==> src/hw/rtl/rtcprr_pkg.sv <==
`default_nettype none
// ----------------------------------------------------------------------------
// RTCP receiver report parser package
// Shared constants, codes and the result record of the report parser.
// ----------------------------------------------------------------------------
package rtcprr_pkg;

  localparam int unsigned MAX_PACKET_BYTES = 2048;

  localparam int unsigned FIFO_DEPTH = 4;
  localparam int unsigned PTR_W      = $clog2(FIFO_DEPTH);
  localparam int unsigned CNT_W      = PTR_W + 1;

  typedef enum logic [1:0] {
    MODE_IDLE,
    MODE_HDR,
    MODE_BODY,
    MODE_STOP
  } mode_t;

  typedef enum logic [1:0] {
    ST_OK      = 2'd0,
    ST_VERSION = 2'd1,
    ST_SHORT   = 2'd2,
    ST_TYPE    = 2'd3
  } status_t;

  localparam logic [7:0] TYPE_SR   = 8'd200;
  localparam logic [7:0] TYPE_RR   = 8'd201;
  localparam logic [7:0] TYPE_SDES = 8'd202;
  localparam logic [7:0] TYPE_BYE  = 8'd203;

  localparam logic [1:0] RTP_VERSION = 2'd2;

  localparam logic KIND_BLOCK  = 1'b0;
  localparam logic KIND_STATUS = 1'b1;

  typedef struct packed {
    logic        kind;
    logic [1:0]  status;
    logic [31:0] reporter_ssrc;
    logic [31:0] source_ssrc;
    logic [7:0]  loss_fraction;
    logic [23:0] cumulative_lost;
    logic [31:0] highest_seq;
    logic [31:0] jitter;
    logic [31:0] last_sr;
    logic [31:0] delay_since_sr;
  } result_t;

endpackage
`default_nettype wire

==> src/hw/rtl/rtcp_byte_if.sv <==
`default_nettype none
// ----------------------------------------------------------------------------
// RTCP byte channel
// Valid/ready channel carrying one datagram byte per beat.
// ----------------------------------------------------------------------------
interface rtcp_byte_if;
  logic        valid;
  logic        ready;
  logic [7:0]  data_byte;
  logic        first_byte;
  logic [11:0] packet_len;

  modport source (output valid, output data_byte, output first_byte, output packet_len,
                  input ready);
  modport sink (input valid, input data_byte, input first_byte, input packet_len,
                output ready);
endinterface
`default_nettype wire

==> src/hw/rtl/rtcp_report_if.sv <==
`default_nettype none
// ----------------------------------------------------------------------------
// RTCP report channel
// Valid/ready channel carrying one report block or status result per beat.
// ----------------------------------------------------------------------------
interface rtcp_report_if;
  logic        valid;
  logic        ready;
  logic        kind;
  logic [1:0]  status;
  logic [31:0] reporter_ssrc;
  logic [31:0] source_ssrc;
  logic [7:0]  loss_fraction;
  logic [23:0] cumulative_lost;
  logic [31:0] highest_seq;
  logic [31:0] jitter;
  logic [31:0] last_sr;
  logic [31:0] delay_since_sr;

  modport source (output valid, output kind, output status, output reporter_ssrc,
                  output source_ssrc, output loss_fraction, output cumulative_lost,
                  output highest_seq, output jitter, output last_sr,
                  output delay_since_sr, input ready);
  modport sink (input valid, input kind, input status, input reporter_ssrc,
                input source_ssrc, input loss_fraction, input cumulative_lost,
                input highest_seq, input jitter, input last_sr,
                input delay_since_sr, output ready);
endinterface
`default_nettype wire

==> src/hw/rtl/rtcp_receiver_report_parser.sv <==
`default_nettype none
// Each result is registered into the result queue and offered from its head.
// Throughput: one byte beat per cycle; a byte that ends both a report block and
// the datagram queues two results. Input ready drops while the four-entry result
// queue has fewer than two free entries.
// Reset (synchronous) returns the parser to idle and empties the result queue.
// ----------------------------------------------------------------------------
// RTCP receiver report parser
// Walks an RTCP compound datagram byte by byte, emits one result per receiver
// report block and one status result at the end of each datagram.
// ----------------------------------------------------------------------------
module rtcp_receiver_report_parser (
  input  logic                 clk,
  input  logic                 rst,
  rtcp_byte_if.sink            pkt,
  rtcp_report_if.source        rpt
);
  import rtcprr_pkg::*;

  mode_t       mode, mode_next;
  status_t     stop, stop_next;
  logic [11:0] left, left_next;
  logic [18:0] bis, bis_next;
  logic [18:0] splen, splen_next;
  logic [7:0]  sptype, sptype_next;
  logic [4:0]  blocks, blocks_next;
  logic [4:0]  pos, pos_next;
  logic [31:0] sender, sender_next;
  logic [63:0] shift [3];
  logic [63:0] shift_next [3];

  result_t     fifo [FIFO_DEPTH];
  logic [PTR_W-1:0] wr_ptr, rd_ptr;
  logic [CNT_W-1:0] count;
  logic        accept, pop;
  logic [1:0]  push_n;
  result_t     res_a, res_b;
  result_t     head;

  logic        run, blk_hit, end_hit;
  logic [11:0] len;
  logic [18:0] rl, rr_min;
  result_t     blk_res, end_res;
  status_t     end_st;

  assign accept    = pkt.valid && pkt.ready;
  assign pop       = rpt.valid && rpt.ready;
  assign pkt.ready = (count <= CNT_W'(FIFO_DEPTH - 2));

  always_comb begin
    mode_next   = mode;
    stop_next   = stop;
    left_next   = left;
    bis_next    = bis;
    splen_next  = splen;
    sptype_next = sptype;
    blocks_next = blocks;
    pos_next    = pos;
    sender_next = sender;
    for (int i = 0; i < 3; i++) begin
      shift_next[i] = shift[i];
    end
    run     = 1'b0;
    blk_hit = 1'b0;
    end_hit = 1'b0;
    len     = pkt.packet_len;
    rl      = '0;
    rr_min  = '0;
    blk_res = '0;
    end_res = '0;
    end_st  = ST_OK;

    if (accept) begin
      run = 1'b1;
      if (pkt.first_byte) begin
        if (len > 12'(MAX_PACKET_BYTES)) begin
          len = 12'(MAX_PACKET_BYTES);
        end
        if (len == 12'd0) begin
          len = 12'd1;
        end
        left_next   = len;
        bis_next    = '0;
        splen_next  = '0;
        sptype_next = '0;
        blocks_next = '0;
        stop_next   = ST_OK;
        mode_next   = MODE_HDR;
        if (len < 12'd8) begin
          stop_next = ST_SHORT;
          mode_next = MODE_STOP;
        end
      end else if (mode == MODE_IDLE) begin
        run = 1'b0;
      end

      if (run) begin
        unique case (mode_next)
          MODE_HDR: begin
            case (bis_next[1:0])
              2'd0: begin
                if (pkt.data_byte[7:6] != RTP_VERSION) begin
                  stop_next = ST_VERSION;
                  mode_next = MODE_STOP;
                end else begin
                  blocks_next = pkt.data_byte[4:0];
                  bis_next    = bis_next + 19'd1;
                end
              end
              2'd1: begin
                sptype_next = pkt.data_byte;
                bis_next    = bis_next + 19'd1;
              end
              2'd2: begin
                splen_next = {3'b000, pkt.data_byte, 8'h00};
                bis_next   = bis_next + 19'd1;
              end
              default: begin
                rl     = 19'({splen_next[15:8], pkt.data_byte, 2'b00}) + 19'd4;
                rr_min = 19'({blocks_next, 4'b0000}) + 19'({blocks_next, 3'b000}) + 19'd8;
                if (rl < 19'd8 || rl > 19'(left_next) + 19'd3) begin
                  stop_next = ST_SHORT;
                  mode_next = MODE_STOP;
                end else if (sptype_next == TYPE_RR && rl < rr_min) begin
                  stop_next = ST_SHORT;
                  mode_next = MODE_STOP;
                end else if (sptype_next != TYPE_RR && sptype_next != TYPE_SR &&
                             sptype_next != TYPE_SDES && sptype_next != TYPE_BYE) begin
                  stop_next = ST_TYPE;
                  mode_next = MODE_STOP;
                end else begin
                  splen_next = rl;
                  mode_next  = MODE_BODY;
                  pos_next   = '0;
                  bis_next   = bis_next + 19'd1;
                end
              end
            endcase
          end
          MODE_BODY: begin
            if (bis_next < 19'd8) begin
              sender_next = {sender_next[23:0], pkt.data_byte};
            end else if (sptype_next == TYPE_RR && blocks_next != 5'd0) begin
              for (int i = 0; i < 3; i++) begin
                if (pos_next[4:3] == 2'(i)) begin
                  shift_next[i] = {shift[i][55:0], pkt.data_byte};
                end
              end
              if (pos_next == 5'd23) begin
                blk_hit                 = 1'b1;
                blk_res.kind            = KIND_BLOCK;
                blk_res.status          = ST_OK;
                blk_res.reporter_ssrc   = sender_next;
                blk_res.source_ssrc     = shift_next[0][63:32];
                blk_res.loss_fraction   = shift_next[0][31:24];
                blk_res.cumulative_lost = shift_next[0][23:0];
                blk_res.highest_seq     = shift_next[1][63:32];
                blk_res.jitter          = shift_next[1][31:0];
                blk_res.last_sr         = shift_next[2][63:32];
                blk_res.delay_since_sr  = shift_next[2][31:0];
                blocks_next             = blocks_next - 5'd1;
                pos_next                = '0;
              end else begin
                pos_next = pos_next + 5'd1;
              end
            end
            bis_next = bis_next + 19'd1;
            if (bis_next >= splen_next) begin
              mode_next = MODE_HDR;
              bis_next  = '0;
            end
          end
          default: begin
          end
        endcase

        left_next = left_next - 12'd1;
        if (left_next == 12'd0) begin
          end_hit = 1'b1;
          end_st  = stop_next;
          if (mode_next == MODE_HDR && bis_next != 19'd0) begin
            end_st = ST_SHORT;
          end
          if (mode_next == MODE_BODY) begin
            end_st = ST_SHORT;
          end
          end_res.kind   = KIND_STATUS;
          end_res.status = end_st;
          mode_next      = MODE_IDLE;
          bis_next       = '0;
        end
      end
    end

    push_n = 2'({1'b0, blk_hit}) + 2'({1'b0, end_hit});
    res_a  = blk_hit ? blk_res : end_res;
    res_b  = end_res;
  end

  always_ff @(posedge clk) begin
    if (rst) begin
      mode   <= MODE_IDLE;
      stop   <= ST_OK;
      left   <= '0;
      bis    <= '0;
      splen  <= '0;
      sptype <= '0;
      blocks <= '0;
      pos    <= '0;
    end else begin
      mode   <= mode_next;
      stop   <= stop_next;
      left   <= left_next;
      bis    <= bis_next;
      splen  <= splen_next;
      sptype <= sptype_next;
      blocks <= blocks_next;
      pos    <= pos_next;
    end
  end

  always_ff @(posedge clk) begin
    if (rst) begin
      sender <= '0;
      for (int i = 0; i < 3; i++) begin
        shift[i] <= '0;
      end
    end else begin
      sender <= sender_next;
      for (int i = 0; i < 3; i++) begin
        shift[i] <= shift_next[i];
      end
    end
  end

  always_ff @(posedge clk) begin
    if (rst) begin
      wr_ptr <= '0;
      rd_ptr <= '0;
      count  <= '0;
    end else begin
      wr_ptr <= wr_ptr + PTR_W'(push_n);
      if (pop) begin
        rd_ptr <= rd_ptr + PTR_W'(1);
      end
      count <= count + CNT_W'(push_n) - CNT_W'(pop);
    end
  end

  always_ff @(posedge clk) begin
    if (push_n != 2'd0) begin
      fifo[wr_ptr] <= res_a;
    end
    if (push_n == 2'd2) begin
      fifo[wr_ptr + PTR_W'(1)] <= res_b;
    end
  end

  assign head                = fifo[rd_ptr];
  assign rpt.valid           = (count != '0);
  assign rpt.kind            = head.kind;
  assign rpt.status          = head.status;
  assign rpt.reporter_ssrc   = head.reporter_ssrc;
  assign rpt.source_ssrc     = head.source_ssrc;
  assign rpt.loss_fraction   = head.loss_fraction;
  assign rpt.cumulative_lost = head.cumulative_lost;
  assign rpt.highest_seq     = head.highest_seq;
  assign rpt.jitter          = head.jitter;
  assign rpt.last_sr         = head.last_sr;
  assign rpt.delay_since_sr  = head.delay_since_sr;

endmodule
`default_nettype wire

==> src/flat_wrapper.sv <==
// flat-port wrapper written by rule: the top's interface ports become plain ports
module rtcp_receiver_report_parser_flat import rtcprr_pkg::*;
  (clk, rst, pkt_valid, pkt_data_byte, pkt_first_byte, pkt_packet_len, pkt_ready, rpt_valid, rpt_kind, rpt_status, rpt_reporter_ssrc, rpt_source_ssrc, rpt_loss_fraction, rpt_cumulative_lost, rpt_highest_seq, rpt_jitter, rpt_last_sr, rpt_delay_since_sr, rpt_ready);
  rtcp_byte_if pkt_i ();
  rtcp_report_if rpt_i ();
  input  logic clk;
  input  logic rst;
  input wire logic [$bits(pkt_i.valid)-1:0] pkt_valid;
  input wire logic [$bits(pkt_i.data_byte)-1:0] pkt_data_byte;
  input wire logic [$bits(pkt_i.first_byte)-1:0] pkt_first_byte;
  input wire logic [$bits(pkt_i.packet_len)-1:0] pkt_packet_len;
  output wire logic [$bits(pkt_i.ready)-1:0] pkt_ready;
  output wire logic [$bits(rpt_i.valid)-1:0] rpt_valid;
  output wire logic [$bits(rpt_i.kind)-1:0] rpt_kind;
  output wire logic [$bits(rpt_i.status)-1:0] rpt_status;
  output wire logic [$bits(rpt_i.reporter_ssrc)-1:0] rpt_reporter_ssrc;
  output wire logic [$bits(rpt_i.source_ssrc)-1:0] rpt_source_ssrc;
  output wire logic [$bits(rpt_i.loss_fraction)-1:0] rpt_loss_fraction;
  output wire logic [$bits(rpt_i.cumulative_lost)-1:0] rpt_cumulative_lost;
  output wire logic [$bits(rpt_i.highest_seq)-1:0] rpt_highest_seq;
  output wire logic [$bits(rpt_i.jitter)-1:0] rpt_jitter;
  output wire logic [$bits(rpt_i.last_sr)-1:0] rpt_last_sr;
  output wire logic [$bits(rpt_i.delay_since_sr)-1:0] rpt_delay_since_sr;
  input wire logic [$bits(rpt_i.ready)-1:0] rpt_ready;
  assign pkt_i.valid = pkt_valid;
  assign pkt_i.data_byte = pkt_data_byte;
  assign pkt_i.first_byte = pkt_first_byte;
  assign pkt_i.packet_len = pkt_packet_len;
  assign pkt_ready = pkt_i.ready;
  assign rpt_valid = rpt_i.valid;
  assign rpt_kind = rpt_i.kind;
  assign rpt_status = rpt_i.status;
  assign rpt_reporter_ssrc = rpt_i.reporter_ssrc;
  assign rpt_source_ssrc = rpt_i.source_ssrc;
  assign rpt_loss_fraction = rpt_i.loss_fraction;
  assign rpt_cumulative_lost = rpt_i.cumulative_lost;
  assign rpt_highest_seq = rpt_i.highest_seq;
  assign rpt_jitter = rpt_i.jitter;
  assign rpt_last_sr = rpt_i.last_sr;
  assign rpt_delay_since_sr = rpt_i.delay_since_sr;
  assign rpt_i.ready = rpt_ready;
  rtcp_receiver_report_parser u_core (.clk(clk), .rst(rst), .pkt(pkt_i), .rpt(rpt_i));
endmodule
==> config.mk <==
export PLATFORM = sky130hd
export DESIGN_NAME = rtcp_receiver_report_parser_flat
export DESIGN_NICKNAME = d
export VERILOG_FILES = /design/src/hw/rtl/rtcprr_pkg.sv /design/src/hw/rtl/rtcp_byte_if.sv /design/src/hw/rtl/rtcp_report_if.sv /design/src/hw/rtl/rtcp_receiver_report_parser.sv /design/src/flat_wrapper.sv
export SDC_FILE = /design/constraint.sdc
export NUM_CORES = 2
export LEC_CHECK = 0
export BUFFER_PORTS_ARGS = -buffer_cell sky130_fd_sc_hd__buf_4
export CAP_MARGIN = 10
export CORE_MARGIN = 4
export CORE_UTILIZATION = 50
export DETAILED_ROUTE_END_ITERATION = 10
export HOLD_SLACK_MARGIN = 0.12
export PLACE_DENSITY = 0.8
export SYNTH_ARGS = -nofsm -noshare
export SYNTH_HDL_FRONTEND = slang
export SYNTH_SLANG_ARGS = --single-unit
==> constraint.sdc <==
create_clock -name clk -period 8.5 [get_ports clk]
set_input_delay 2.55 -clock clk [delete_from_list [all_inputs] [get_ports clk]]
set_output_delay 2.55 -clock clk [all_outputs]
set_load 0.1 [all_outputs]
* Yosys cells after proc, flatten, opt, wreduce, memory -nomap -nowiden *
Memories as Yosys holds them, arrays and structs flattened. A register that Yosys moved wholly into a read port is not among the register bits.
Index checks and enable logic that the tools add are counted.

word-level totals
  bits in latches = 0
  flip-flop bits (word level) = 111
  output and inout bits = 229
  ROM bits = 0
  RAM bits = 1,100
  memories kept = 2
  input port bits = 25

memories
  name          depth  width  rd ports  clocked after Yosys merged registers in  write ports  line                               source
  u_core.fifo   4      227    1         1                                        2            rtcp_receiver_report_parser.sv:32  result_t fifo [FIFO_DEPTH];
  u_core.shift  3      64     3         0                                        3            rtcp_receiver_report_parser.sv:29  logic [63:0] shift [3];

cells by class
  bitwise gates (word level) = 3
  $lt $le $gt $ge = 8
  div/mod/pow operators = 0
  reductions and logical operators = 24
  muxes and demuxes = 119
  equality and inequality tests = 22
  add/sub/neg operators = 14
  multipliers = 0
  shift operators = 0

operator list
  kind                                                         number
  two-way mux 227 bit                                          6
  two-way mux 192 bit                                          5
  two-way mux 64 bit                                           6
  two-way mux 19 bit                                           18
  two-way mux 224 bit                                          1
  one-hot mux 19 bit (2 select lines)                          3
  two-way mux 12 bit                                           9
  two-way mux 5 bit                                            15
  two-way mux 2 bit                                            23
  two-way mux 8 bit                                            5
  less-than comparator 19 x 4 -> 1 bit, second input constant  2
  != test 8 bit, second input constant                         4
  zero test 12 bit                                             2
  two-way mux 1 bit                                            20
  one-hot mux 5 bit (2 select lines)                           2
  adder 18 x 3 -> 19 bit, second input constant                1
  adder 19 x 1 -> 19 bit, second input constant                1
  adder 19 x 4 -> 19 bit, second input constant                1
  greater-or-equal comparator 19 bit                           1
  greater-than comparator 19 bit                               1
  less-than comparator 19 bit                                  1
  nonzero test 19 bit                                          1
  adder 12 x 2 -> 13 bit, second input constant                1
  greater-than comparator 12 bit, second input constant        1
  30 further kinds                                             60

* Longest topological paths before layout *
  depth after elaboration = 26
  mapped depth = 30
  depth with buffers taken out = 24

* Worst setup path before layout *
No wires, ideal clock.

  path type = input port to flip-flop
  from = input port pkt_first_byte
  to = memory u_core.fifo[0][225] in the netlist's numbering, data pin
  data required time = 8,230 ps
  arrival time = 8,340 ps
  cell stages on the path = 26
  library setup time = 270 ps
  slack = -110 ps
  cells stage by stage = buf_2 -> buf_2 -> buf_2 -> buf_1 -> buf_1 -> clkbuf_1 -> nor2b_1 -> ha_1 -> clkbuf_1 -> buf_1 -> buf_1 -> buf_1 -> clkbuf_1 -> xnor2_1 -> ha_1 -> nand4_1 -> nor4_1 -> nor4_1 -> a32oi_1 -> nand2_1 -> a221oi_1 -> a21oi_1 -> o311a_1 -> or4b_1 -> o311ai_2 -> a21oi_1

RTL lines
  item             line                               source
  start, declared  flat_wrapper.sv:10                 input wire logic [$bits(pkt_i.first_byte)-1:0] pkt_first_byte;
  end, declared    rtcp_receiver_report_parser.sv:32

==> impl_metrics.env <==
export IMPL_yosysSeqAreaShare_pct=48.5
export IMPL_grt_pass1_vias=39500
export IMPL_finalCritPeriodShare_pct=89.0
export IMPL_max_freq_mhz=132
export IMPL_drv_slew=0
export IMPL_multi_input_area_um2=24000
export IMPL_drt_met1_wl_um=61700
export IMPL_irDropWorstVdd_uv=184
export IMPL_synth_fp_nets=4945
export IMPL_yosys_warnings=0
export IMPL_dr_max_layer_used="met5"
export IMPL_cts_hold_buf=0
export IMPL_start_util_pct=50.6
export IMPL_diodes=0
export IMPL_antenna_found_initial=1
export IMPL_viasPerCell=6.47
export IMPL_synth_area_per_cell_um2=10.3
export IMPL_tritoncts="yes"
export IMPL_criticalPathCategory="in -> reg"
export IMPL_syn2layout_area_growth_pct=13.8
export IMPL_wl_met2_um=68400
export IMPL_post_route_min_period_ps=7560
export IMPL_cts_sinks=1205
export IMPL_cts_buffer_depth=3
export IMPL_required_ps=8940
export IMPL_start_kind="primary input"
export IMPL_gr_total_overflow=0
export IMPL_setup_slack_ps=938
export IMPL_yosysTopAreaCell="dfxtp_1"
export IMPL_synth_common_cells="dfxtp_1, a22o_1, nand2_1"
export IMPL_post_cts_buffers=0
export IMPL_htreeDepth=3
export IMPL_firstDrtPassIters=6
export IMPL_yosysMostFrequentCell="dfxtp_1"
export IMPL_portBuffers=253
export IMPL_placementRows=115
export IMPL_cp_max_fo=21
export IMPL_final_nets=4966
export IMPL_synth_async_sr_flop_share_pct=0
export IMPL_drtAntennaViolNets=0
export IMPL_pre_cts_slack_ps=271
export IMPL_synthDistinctLibCells=82
export IMPL_setup_viol=0
export IMPL_cts_root_buffer="clkbuf_16"
export IMPL_hold_class="reg -> reg"
export IMPL_synth_edf_count=12
export IMPL_utilization_pct=57.6
export IMPL_rsz0062_at_grt="no"
export IMPL_p_leak_nw=20.6
export IMPL_slew_headroom_pct=23.9
export IMPL_wl_met3_um=12900
export IMPL_drt_iter0_drc=4451
export IMPL_drc_errors=0
export IMPL_post_cts_resized=0
export IMPL_drive_above_1_share_pct=16.2
export IMPL_clk_latency_ps=720
export IMPL_grt_pass1_wl_um=229000
export IMPL_ys_flop_type="dfxtp_1"
export IMPL_fillers=8075
export IMPL_tightest_slew_ps=1140
export IMPL_io_pins=254
export IMPL_grt_max_degree=172
export IMPL_power_density_nw_per_um2=217
export IMPL_slowest_delay_ps=520
export IMPL_syn_inst=4852
export IMPL_tns_ps=0
export IMPL_die_area_um2=105000
export IMPL_max_cap_violations=0
export IMPL_routabilityCongestion=0.950
export IMPL_ys_top_cells_by_area="dfxtp_1, a22o_1, mux4_2, nand2_1, a21oi_1"
export IMPL_fin_cells=6257
export IMPL_drt_wirelength_per_cell_um=23.6
export IMPL_arrival_ps=8000
export IMPL_fp_dieW_um=324
export IMPL_synth_top_area_share_pct=47.8
export IMPL_clkTransAtPathRegs_ps=60
export IMPL_syn_cell_area_um2=50000
export IMPL_hold_violations=0
export IMPL_placedCellCount=6042
export IMPL_crit_top_cell="a21oi_1"
export IMPL_core_um2=98700
export IMPL_wirelength_um=147000
export IMPL_dpl_hpwl_um=85200
export IMPL_synth_ff_latch_count=1205
export IMPL_cp_slowest_cell="a311o_1"
export IMPL_status="completed"
export IMPL_fin_skew_ps=45.2
export IMPL_track_usage_pct=27.2
export IMPL_holdWs_ps=455
export IMPL_area_sequential_um2=24300
export IMPL_via_count=40500
export IMPL_critPathCaptureType="flop"
export IMPL_cts_made_buffers=116
export IMPL_die_y_um=324
-- sequential cells by signal, indices dropped and copies added, names as in the netlist, named ones only --
name and cells:
u_core.count 3, u_core.mode 2, u_core.blocks 5, u_core.sptype 8
u_core.rd_ptr 2, u_core.stop 2, u_core.fifo 908, u_core.wr_ptr 2
u_core.sender 32, u_core.splen 19, u_core.bis 19, u_core.shift 184
u_core.pos 5, u_core.left 12
-- path summary, 6_finish.rpt --
kind	endpoint	slack (ps)	cells past startpoint	start
min	u_core.left[5]	450	2	u_core.left[5]
max reg2reg	u_core.fifo[0][225]	2360	21	u_core.bis[1]
max	u_core.fifo[0][225]	940	25	pkt_first_byte
min reg2reg	u_core.left[5]	450	2	u_core.left[5]
-- critical path: cells and delay by family --
kind	cells	cell delay [ps]
compound gates	10	2410
buf+inv	4	820
simple gates	7	1090
xor+xnor	1	220
fa+ha+maj	3	910
-- kinds of logic (layout without fill, tap and decap cells) --
group | after synthesis | in the layout | share of synthesized area, %
compound gates | 1545 | 1545 | 23.4
xor+xnor | 69 | 69 | 1.21
fa+ha+maj | 68 | 68 | 1.73
buf+inv | 485 | 603 | 3.69
flops | 1205 | 1205 | 48.5
mux | 267 | 267 | 11.0
simple gates | 1213 | 1213 | 10.4
-- stage by stage --
step | cell area (um^2) | total power, mW
2_1_floorplan | 50000 | 6.85
3_3_place_gp | 52900 | 7.20
3_5_place_dp | 52900 | 7.21
4_1_cts | 56900 | 12.4
5_1_grt | 56900 | 12.7
6_report | 56900 | 12.3
-- placed cells by master, fill, tap and decap left out, types with 22 or more instances in the layout --
cell type	instances
nand2_1	777
a22o_1	901
ha_1	65
clkbuf_8	26
buf_12	22
clkbuf_16	117
a21oi_1	405
nor2b_1	28
mux2i_1	37
nand3_1	47
nor2_1	167
buf_4	325
xnor2_1	48
clkbuf_1	30
o21ai_0	55
nor3_1	39
a22oi_1	27
dfxtp_1	1191
mux4_2	227
inv_1	38
-- where the power goes --
| part | internal [mW] | switching [mW] | leakage, nW | total [mW] |
|---|---|---|---|---|
| Combinational | 0.485 | 0.870 | 9.04 | 1.36 |
| Sequential | 5.69 | 0.0453 | 9.71 | 5.73 |
| Clock | 2.99 | 2.26 | 1.89 | 5.25 |
-- routing by layer --
layer | vias to the layer above | GRT usage (%)
met5 | - | 0
met4 | 2 | 9.03
met3 | 288 | 5.21
met2 | 1920 | 43.9
met1 | 20200 | 36.9
li1 | 18100 | -
-- area by class of cell --
| type | count | area share [%] |
|---|---|---|
| repair buffers | 348 | 5.09 |
| clock inverters | 42 | 0.911 |
| clock buffers | 173 | 5.98 |
| inverters | 40 | 0.264 |
| well taps | 1287 | 2.83 |
| flip-flops and latches | 1205 | 42.7 |
| multi-input cells | 3162 | 42.3 |
(Power assumes the default switching activity.)
